==> src/rtl/pdfls_pkg.sv <==
`default_nettype none

package pdfls_pkg;

  // Delimiters and control bytes
  localparam logic [7:0] CH_OPEN   = 8'h28;
  localparam logic [7:0] CH_CLOSE  = 8'h29;
  localparam logic [7:0] CH_BSLASH = 8'h5C;
  localparam logic [7:0] CH_LF     = 8'h0A;
  localparam logic [7:0] CH_CR     = 8'h0D;
  localparam logic [7:0] CH_TAB    = 8'h09;
  localparam logic [7:0] CH_BS     = 8'h08;
  localparam logic [7:0] CH_FF     = 8'h0C;
  localparam logic [7:0] CH_ZERO   = 8'h30;
  localparam logic [7:0] CH_SEVEN  = 8'h37;
  localparam logic [7:0] CH_N      = 8'h6E;
  localparam logic [7:0] CH_R      = 8'h72;
  localparam logic [7:0] CH_T      = 8'h74;
  localparam logic [7:0] CH_B      = 8'h62;
  localparam logic [7:0] CH_F      = 8'h66;

  localparam int unsigned          LEN_W       = 16;
  localparam logic [LEN_W-1:0]     MAX_LEN_RST = 16'd255;
  // third octal digit closes the escape
  localparam logic [1:0]           OCT_LAST    = 2'd2;

  // One decoded input byte: optional data in slot a (octal flush),
  // then optional data or end marker in slot b.
  typedef struct packed {
    logic       has_a;
    logic [7:0] a_byte;
    logic       has_b;
    logic       b_end;
    logic [7:0] b_byte;
  } cmd_t;

  typedef struct packed {
    logic [7:0] data;
    logic       eos;
    logic       ovf;
  } res_t;

endpackage

`default_nettype wire

==> src/rtl/pdfls_fifo.sv <==
`default_nettype none

module pdfls_fifo #(
  parameter int unsigned WIDTH = 8,
  parameter int unsigned DEPTH = 2
) (
  input  wire logic             clk,
  input  wire logic             rst_n,
  input  wire logic             push,
  input  wire logic [WIDTH-1:0] wdata,
  output logic                  full,
  input  wire logic             pop,
  output logic [WIDTH-1:0]      rdata,
  output logic                  empty
);

  localparam int unsigned PTR_W = (DEPTH > 1) ? $clog2(DEPTH) : 1;
  localparam int unsigned CNT_W = $clog2(DEPTH + 1);

  logic [WIDTH-1:0] mem_r [DEPTH];
  logic [PTR_W-1:0] wr_ptr_r, wr_ptr_nxt;
  logic [PTR_W-1:0] rd_ptr_r, rd_ptr_nxt;
  logic [CNT_W-1:0] cnt_r, cnt_nxt;

  assign full  = (cnt_r == CNT_W'(DEPTH));
  assign empty = (cnt_r == '0);
  assign rdata = mem_r[rd_ptr_r];

  always_comb begin
    wr_ptr_nxt = wr_ptr_r;
    rd_ptr_nxt = rd_ptr_r;
    cnt_nxt    = cnt_r;
    if (push) begin
      wr_ptr_nxt = (wr_ptr_r == PTR_W'(DEPTH - 1)) ? '0 : wr_ptr_r + 1'b1;
    end
    if (pop) begin
      rd_ptr_nxt = (rd_ptr_r == PTR_W'(DEPTH - 1)) ? '0 : rd_ptr_r + 1'b1;
    end
    if (push && !pop) begin
      cnt_nxt = cnt_r + 1'b1;
    end else if (pop && !push) begin
      cnt_nxt = cnt_r - 1'b1;
    end
  end

  always_ff @(posedge clk) begin
    if (!rst_n) begin
      wr_ptr_r <= '0;
      rd_ptr_r <= '0;
      cnt_r    <= '0;
    end else begin
      wr_ptr_r <= wr_ptr_nxt;
      rd_ptr_r <= rd_ptr_nxt;
      cnt_r    <= cnt_nxt;
    end
  end

  always_ff @(posedge clk) begin
    if (push) begin
      mem_r[wr_ptr_r] <= wdata;
    end
  end

  a_no_overrun: assert property (@(posedge clk) disable iff (!rst_n) !(push && full))
    else $error("word pushed into full queue");
  a_no_underrun: assert property (@(posedge clk) disable iff (!rst_n) !(pop && empty))
    else $error("word popped from empty queue");
  a_cnt_bound: assert property (@(posedge clk) disable iff (!rst_n)
                                cnt_r <= CNT_W'(DEPTH))
    else $error("queue fill count out of range");
  a_cnt_track: assert property (@(posedge clk) disable iff (!rst_n)
                                (push && !pop) |=> (cnt_r == $past(cnt_r) + 1'b1))
    else $error("fill count missed a push");

endmodule

`default_nettype wire

==> src/rtl/pdfls_front.sv <==
`default_nettype none

module pdfls_front #(
  parameter int unsigned NEST_WIDTH = 8
) (
  input  wire logic         clk,
  input  wire logic         rst_n,
  input  wire logic         accept,
  input  wire logic [7:0]   in_byte,
  output logic              cmd_push,
  output pdfls_pkg::cmd_t   cmd
);

  import pdfls_pkg::*;

  typedef enum logic [4:0] {
    ST_IDLE   = 5'b00001,
    ST_BODY   = 5'b00010,
    ST_ESC    = 5'b00100,
    ST_OCTAL  = 5'b01000,
    ST_CONTCR = 5'b10000
  } state_t;

  state_t                state_r, state_nxt;
  logic [NEST_WIDTH-1:0] nest_r, nest_nxt;
  logic [7:0]            oval_r, oval_nxt;
  logic [1:0]            odig_r, odig_nxt;

  logic       is_oct;
  logic       do_body;
  logic [7:0] oct_acc;

  assign is_oct  = (in_byte >= CH_ZERO) && (in_byte <= CH_SEVEN);
  assign oct_acc = {oval_r[4:0], in_byte[2:0]};

  always_comb begin
    state_nxt = state_r;
    nest_nxt  = nest_r;
    oval_nxt  = oval_r;
    odig_nxt  = odig_r;
    cmd       = '0;
    do_body   = 1'b0;

    case (state_r)
      ST_IDLE: begin
        if (in_byte == CH_OPEN) begin
          state_nxt = ST_BODY;
          nest_nxt  = '0;
          oval_nxt  = '0;
          odig_nxt  = '0;
        end
      end
      ST_ESC: begin
        state_nxt = ST_BODY;
        if (is_oct) begin
          oval_nxt  = {5'd0, in_byte[2:0]};
          odig_nxt  = 2'd1;
          state_nxt = ST_OCTAL;
        end else begin
          cmd.has_b  = 1'b1;
          cmd.b_byte = in_byte;
          case (in_byte)
            CH_N:    cmd.b_byte = CH_LF;
            CH_R:    cmd.b_byte = CH_CR;
            CH_T:    cmd.b_byte = CH_TAB;
            CH_B:    cmd.b_byte = CH_BS;
            CH_F:    cmd.b_byte = CH_FF;
            CH_LF:   cmd.has_b  = 1'b0;
            CH_CR: begin
              cmd.has_b = 1'b0;
              state_nxt = ST_CONTCR;
            end
            default: cmd.b_byte = in_byte;
          endcase
        end
      end
      ST_OCTAL: begin
        if (is_oct) begin
          if (odig_r == OCT_LAST) begin
            cmd.has_b  = 1'b1;
            cmd.b_byte = oct_acc;
            oval_nxt   = '0;
            odig_nxt   = '0;
            state_nxt  = ST_BODY;
          end else begin
            oval_nxt = oct_acc;
            odig_nxt = odig_r + 1'b1;
          end
        end else begin
          // flush the short escape, then the byte counts as plain body
          cmd.has_a  = 1'b1;
          cmd.a_byte = oval_r;
          oval_nxt   = '0;
          odig_nxt   = '0;
          do_body    = 1'b1;
        end
      end
      ST_CONTCR: begin
        if (in_byte == CH_LF) begin
          state_nxt = ST_BODY;
        end else begin
          do_body = 1'b1;
        end
      end
      ST_BODY: do_body = 1'b1;
      default: begin
        state_nxt = ST_IDLE;
        nest_nxt  = '0;
        oval_nxt  = '0;
        odig_nxt  = '0;
      end
    endcase

    if (do_body) begin
      state_nxt = ST_BODY;
      if (in_byte == CH_OPEN) begin
        if (nest_r != '1) begin
          nest_nxt = nest_r + 1'b1;
        end
        cmd.has_b  = 1'b1;
        cmd.b_byte = in_byte;
      end else if (in_byte == CH_CLOSE) begin
        cmd.has_b = 1'b1;
        if (nest_r == '0) begin
          cmd.b_end = 1'b1;
          state_nxt = ST_IDLE;
        end else begin
          nest_nxt   = nest_r - 1'b1;
          cmd.b_byte = in_byte;
        end
      end else if (in_byte == CH_BSLASH) begin
        state_nxt = ST_ESC;
      end else begin
        cmd.has_b  = 1'b1;
        cmd.b_byte = in_byte;
      end
    end
  end

  assign cmd_push = accept && (cmd.has_a || cmd.has_b);

  always_ff @(posedge clk) begin
    if (!rst_n) begin
      state_r <= ST_IDLE;
      nest_r  <= '0;
      oval_r  <= '0;
      odig_r  <= '0;
    end else if (accept) begin
      state_r <= state_nxt;
      nest_r  <= nest_nxt;
      oval_r  <= oval_nxt;
      odig_r  <= odig_nxt;
    end
  end

  a_end_to_idle: assert property (@(posedge clk) disable iff (!rst_n)
                                  (cmd_push && cmd.b_end) |=> (state_r == ST_IDLE))
    else $error("end marker without return to idle");
  a_idle_quiet: assert property (@(posedge clk) disable iff (!rst_n)
                                 (state_r == ST_IDLE) |-> !cmd_push)
    else $error("word issued while idle");
  a_slot_a_octal: assert property (@(posedge clk) disable iff (!rst_n)
                                   (cmd_push && cmd.has_a) |-> (state_r == ST_OCTAL))
    else $error("octal flush outside octal escape");

endmodule

`default_nettype wire

==> src/rtl/pdfls_back.sv <==
`default_nettype none

module pdfls_back (
  input  wire logic                        clk,
  input  wire logic                        rst_n,
  input  wire logic                        cmd_empty,
  input  wire pdfls_pkg::cmd_t             cmd,
  output logic                             cmd_pop,
  input  wire logic                        res_full,
  output logic                             res_push,
  output pdfls_pkg::res_t                  res,
  input  wire logic                        cfg_valid,
  output logic                             cfg_ready,
  input  wire logic [pdfls_pkg::LEN_W-1:0] cfg_data
);

  import pdfls_pkg::*;

  logic             sel_r, sel_nxt;
  logic [LEN_W-1:0] count_r, count_nxt;
  logic             dropped_r, dropped_nxt;
  logic [LEN_W-1:0] max_len_r;

  logic       go;
  logic       use_a;
  logic       is_end;
  logic       keep;
  logic [7:0] data;

  assign cfg_ready = 1'b1;

  always_comb begin
    go     = !cmd_empty && !res_full;
    use_a  = !sel_r && cmd.has_a;
    is_end = !use_a && cmd.b_end;
    data   = use_a ? cmd.a_byte : cmd.b_byte;
    keep   = (count_r < max_len_r);

    cmd_pop  = go && !(use_a && cmd.has_b);
    sel_nxt  = go ? (use_a && cmd.has_b) : sel_r;
    res_push = go && (is_end || keep);

    if (is_end) begin
      res = '{data: 8'd0, eos: 1'b1, ovf: dropped_r};
    end else begin
      res = '{data: data, eos: 1'b0, ovf: 1'b0};
    end

    count_nxt   = count_r;
    dropped_nxt = dropped_r;
    if (go) begin
      if (is_end) begin
        count_nxt   = '0;
        dropped_nxt = 1'b0;
      end else if (keep) begin
        count_nxt = count_r + 1'b1;
      end else begin
        dropped_nxt = 1'b1;
      end
    end
  end

  always_ff @(posedge clk) begin
    if (!rst_n) begin
      sel_r     <= 1'b0;
      count_r   <= '0;
      dropped_r <= 1'b0;
      max_len_r <= MAX_LEN_RST;
    end else begin
      sel_r     <= sel_nxt;
      count_r   <= count_nxt;
      dropped_r <= dropped_nxt;
      if (cfg_valid && cfg_ready) begin
        max_len_r <= cfg_data;
      end
    end
  end

  a_sel_hold: assert property (@(posedge clk) disable iff (!rst_n)
                               (go && use_a && cmd.has_b) |-> !cmd_pop)
    else $error("two-slot word popped before its second slot");
  a_end_clears: assert property (@(posedge clk) disable iff (!rst_n)
                                 (go && is_end) |=> (count_r == '0 && !dropped_r))
    else $error("end marker left count or drop flag set");
  a_drop_sticky: assert property (@(posedge clk) disable iff (!rst_n)
                                  (dropped_r && !(go && is_end)) |=> dropped_r)
    else $error("drop flag lost before end marker");

endmodule

`default_nettype wire

==> src/rtl/pdf_literal_string_decoder.sv <==
`default_nettype none

// PDF literal string decoder.
// Input: raw content-stream bytes on in_byte, taken when push is high and
//   full is low. Bytes outside a string are ignored until '(' opens one.
// Results: while empty is low the oldest word sits on out_byte,
//   out_end_of_string and out_overflowed; pop takes it. A data word carries
//   one decoded byte; the closing ')' gives an end word (out_byte zero)
//   whose out_overflowed says bytes beyond max_length were dropped.
// Config: cfg_data is written to max_length when cfg_valid is high
//   (cfg_ready is always high). Write it only while the block is idle.
// Path: a decoded word is written to the command queue when its input byte
//   is taken (decode in the accepting cycle); the limiter then moves it into
//   the result queue, where it sits on the result ports for pop to take.
// Throughput: one input byte per cycle while full is low. A byte ending
//   a short octal escape may yield two words; the limiter handles one word
//   per cycle when the result queue has room, so full can rise after it.
// Stall: if pop stays low the result queue fills, the limiter stops, the
//   command queue fills and full rises; nothing is lost.
// Reset: rst_n low at a clock edge empties both queues, returns to idle
//   and sets max_length back to 255.
module pdf_literal_string_decoder #(
  parameter int unsigned NEST_WIDTH = 8
) (
  input  wire logic        clk,
  input  wire logic        rst_n,
  input  wire logic        push,
  output logic             full,
  input  wire logic [7:0]  in_byte,
  output logic             empty,
  input  wire logic        pop,
  output logic [7:0]       out_byte,
  output logic             out_end_of_string,
  output logic             out_overflowed,
  input  wire logic        cfg_valid,
  output logic             cfg_ready,
  input  wire logic [15:0] cfg_data
);

  import pdfls_pkg::*;

  localparam int unsigned CMD_W = $bits(cmd_t);
  localparam int unsigned RES_W = $bits(res_t);

  logic  accept;
  logic  cmd_push, cmd_pop, cmd_full, cmd_empty;
  cmd_t  cmd_in, cmd_out;
  logic  res_push, res_full;
  res_t  res_in, res_out;

  assign accept = push && !full;
  assign full   = cmd_full;

  // front: escape / nesting state machine
  pdfls_front #(
    .NEST_WIDTH (NEST_WIDTH)
  ) u_front (
    .clk      (clk),
    .rst_n    (rst_n),
    .accept   (accept),
    .in_byte  (in_byte),
    .cmd_push (cmd_push),
    .cmd      (cmd_in)
  );

  // decoupling queue between decode and limiter
  pdfls_fifo #(
    .WIDTH (CMD_W),
    .DEPTH (2)
  ) u_cmd_q (
    .clk   (clk),
    .rst_n (rst_n),
    .push  (cmd_push),
    .wdata (cmd_in),
    .full  (cmd_full),
    .pop   (cmd_pop),
    .rdata (cmd_out),
    .empty (cmd_empty)
  );

  // back: length limiter, end marker, config register
  pdfls_back u_back (
    .clk       (clk),
    .rst_n     (rst_n),
    .cmd_empty (cmd_empty),
    .cmd       (cmd_out),
    .cmd_pop   (cmd_pop),
    .res_full  (res_full),
    .res_push  (res_push),
    .res       (res_in),
    .cfg_valid (cfg_valid),
    .cfg_ready (cfg_ready),
    .cfg_data  (cfg_data)
  );

  // result queue parts limiter from the consumer
  pdfls_fifo #(
    .WIDTH (RES_W),
    .DEPTH (2)
  ) u_res_q (
    .clk   (clk),
    .rst_n (rst_n),
    .push  (res_push),
    .wdata (res_in),
    .full  (res_full),
    .pop   (pop && !empty),
    .rdata (res_out),
    .empty (empty)
  );

  assign out_byte          = res_out.data;
  assign out_end_of_string = res_out.eos;
  assign out_overflowed    = res_out.ovf;

endmodule

`default_nettype wire
==> config.mk <==
export PLATFORM = sky130hd
export DESIGN_NAME = pdf_literal_string_decoder
export DESIGN_NICKNAME = d
export VERILOG_FILES = /design/src/rtl/pdfls_pkg.sv /design/src/rtl/pdfls_fifo.sv /design/src/rtl/pdfls_front.sv /design/src/rtl/pdfls_back.sv /design/src/rtl/pdf_literal_string_decoder.sv
export SDC_FILE = /design/constraint.sdc
export NUM_CORES = 1
export LEC_CHECK = 0
export BUFFER_PORTS_ARGS = -buffer_cell sky130_fd_sc_hd__buf_2
export CORE_MARGIN = 2
export CORE_UTILIZATION = 56
export CTS_BUF_LIST = sky130_fd_sc_hd__clkbuf_8
export CTS_CLUSTER_DIAMETER = 50
export DETAILED_ROUTE_END_ITERATION = 6
export GPL_ROUTABILITY_DRIVEN = 0
export PLACE_DENSITY = 0.76
export SYNTH_ARGS = -nofsm -noshare
export SYNTH_HDL_FRONTEND = slang
export SYNTH_SLANG_ARGS = --single-unit
==> constraint.sdc <==
create_clock -name clk -period 3 [get_ports clk]
set_input_delay 0.3 -clock clk [delete_from_list [all_inputs] [get_ports clk]]
set_output_delay 0.3 -clock clk [all_outputs]
set_load 0.05 [all_outputs]
==> flow_summary.ini <==
[clock_network]
cts_made_buffers = 17
cts_tree = built
cts_root_buf = clkbuf_8
h-tree-depth = 4
ctsResizeCount = 0
cts_setup_buffers = 0
ctsHoldBuffers = 0
clock_latency_ns = 0.44
clk_path_buf_depth = 2
clk_pin_slew_worst_paths_ns = 0.07
cts_sinks = 125

[worst_setup_path]
r2r_slack_ns = 0.33
r2r-start = u_front.state_r[1]
r2r_cells = 8
cp_max_fo = 9
cp-start-kind = flop
end_kind = flop
cp.required_ns = 3.37
r2r-end = u_cmd_q.cnt_r[1]
worstSetupPathType = reg2reg
worstPathArrival_ns = 3.04

[finish]
fillers = 929
regArea_mm2 = 0.00308
layout-drive-gt1-share = 0.162
area_growth_pct = 11.0
mostFrequentLayoutCell = dfxtp_1
antenna_cells = 0
layout.nets = 754
multi_input_area_mm2 = 0.00312
final_cell_mix = dfxtp_1, nand2_1, edfxtp_1

[routing]
drt_pass1_iterations = 5
drc = 0
vias_per_cell = 6.15
drt_iter0_drc = 441
wl_per_cell_um = 16.5
vias = 5296
postRouteWirelength_um = 14200
ant_nets = 0

[synth]
mappedNetlistArea_mm2 = 0.00647
yosys_warnings = 0
async_reset_ff_frac = 0
yosysSeqAreaShare = 0.477
syn_avg_cell_area_um2 = 9.76
ys_seq_elements = 125
synth_cell_type_count = 72
synthCells = 663
synth_edf_count = 58
syn_nets = 712
synthFlopType = dfxtp_1

[sta]
fin_skew_ns = 0.0132
fin_crit_ns = 2.67
setup_viol = 0
setup_tns_ns = 0
hold-worst-slack_ns = 0.0795
slew_violations = 0
relSlewSlack = 0.533
fin_ws_ns = 0.332
finalHoldViolCount = 0
fin_crit_sh = 0.889
rsz0062_at_grt = false
worst_pin_slew_ns = 0.694
fmax_mhz = 375

[placed_design]
numPortBuffers = 40
dp_worst_setup_slack_ns = 0.368
hpwl_um = 10300

[global_routing]
grt_pass1_vias = 5072
grt_max_degree = 34
grt_util_all_layers = 0.240
grt_pass1_wl_um = 23900
antenna_found_initial = 0
overflow = 0

[floorplan]
fp.dieW_um = 111
io_pins = 42
dieArea_mm2 = 0.0124
core-area_mm2 = 0.0114
die_y_um = 111
start_util = 0.569
rows = 39

[power_and_ir_drop]
p_per_area_mw_per_mm2 = 512
p_leak_nw = 2.78
vdd_drop_max_mv = 0.316

[flow_run]
maxCapViolCount = 0

[hold_path]
min_to = u_back.max_len_r[7]
min_from = cfg_data[7]
hold-path-cell-count = 3
hp-class = in2reg

[run_status]
status = complete, no violations
-- report_power, final --
part           internal, W  switching, W  total, W
clock             0.000634      0.000645   0.00128
sequential         0.00182     0.0000565   0.00187
combinational     0.000175      0.000347  0.000522
total              0.00263       0.00105   0.00367
-- cells by family after synthesis --
kind of cell,Yosys count,synth area share
simple gates,248,0.203
compound gates,159,0.164
flops,125,0.477
buf+inv,66,0.0418
mux,33,0.0607
fa+ha+maj,20,0.0387
xor+xnor,11,0.0149
other cells,1,0.000580
-- critical path, cell delays in order (launching register included) --
cell and delay (ns):
dfxtp_1 0.38, or3_1 0.43, or3_1 0.46, nor3b_4 0.26
a21oi_2 0.07, a31oi_4 0.21, ha_1 0.29, or3_1 0.35
a21oi_1 0.14
-- area by class of cell --
type,count,area share
inverters,30,0.0157
well taps,143,0.0249
clock inverters,15,0.0157
clock buffers,17,0.0326
multi-input cells,472,0.434
repair buffers,59,0.0477
flip-flops and latches,125,0.429
-- synthesized netlist by cell type (5+ instances only) --
master,n,area (µm²)
clkbuf_1,26,97.6
and3_1,9,56.3
mux2_2,10,113
a22oi_1,6,45.0
and2_1,20,125
nor2_1,50,188
nand4_1,5,31.3
o31ai_1,8,60.1
a211oi_1,6,45.0
o211ai_1,11,82.6
xor2_1,9,78.8
nor3_1,15,75.1
or3_1,14,87.6
dfxtp_1,67,1340
a22o_1,5,43.8
mux2i_1,19,190
or4_1,6,45.0
o22ai_1,11,68.8
nand3_1,26,130
nor2b_1,6,37.5
nor4_1,5,31.3
edfxtp_1,58,1740
nand2b_1,6,37.5
ha_1,20,250
o21ai_0,32,160
inv_1,30,113
nand2_1,63,236
a21oi_1,42,210
-- per-layer routing --
metal  global-route usage  share of wire  vias to the layer above
li1                     -              -                     2541
met5                    0              0                        -
met4                0.106          0.027                        0
met2                0.386           0.48                      199
met3               0.0642          0.061                       39
met1                0.306           0.44                     2517
-- how the worst max path moves through the flow --
stage	from	to	slack, ns	depth (start not counted)
2_1_floorplan	u_front.state_r[1]	u_cmd_q.mem_r[0][0]	0.13	8
3_3_place_gp	u_front.state_r[1]	u_cmd_q.cnt_r[1]	0.42	8
3_5_place_dp	in_byte[4]	u_cmd_q.cnt_r[1]	0.37	9
4_1_cts	u_front.state_r[1]	u_cmd_q.cnt_r[1]	0.34	8
5_1_grt	u_back.count_r[7]	u_back.count_r[5]	0.17	9
6_report	u_front.state_r[1]	u_cmd_q.cnt_r[1]	0.33	8
-- registers in the layout (all words and copies together) (netlist names), 5 cells and up, named ones only --
signal	flops
u_front.nest_r	8
u_back.count_r	16
u_cmd_q.mem_r	38
u_res_q.mem_r	20
u_back.max_len_r	16
u_front.oval_r	8
u_front.state_r	5
-- through the flow --
step / total power (W) / cells / util / cell area, µm²
floorplan: 0.00230 / 663 / - / 6470
global placement: 0.00241 / 829 / 0.601 / 6840
detailed placement: 0.00243 / 829 / 0.601 / 6840
CTS: 0.00369 / 861 / 0.632 / 7180
global route: 0.00382 / 861 / 0.632 / 7180
finish: 0.00367 / 861 / 0.632 / 7180
(Power assumes the default switching activity.)
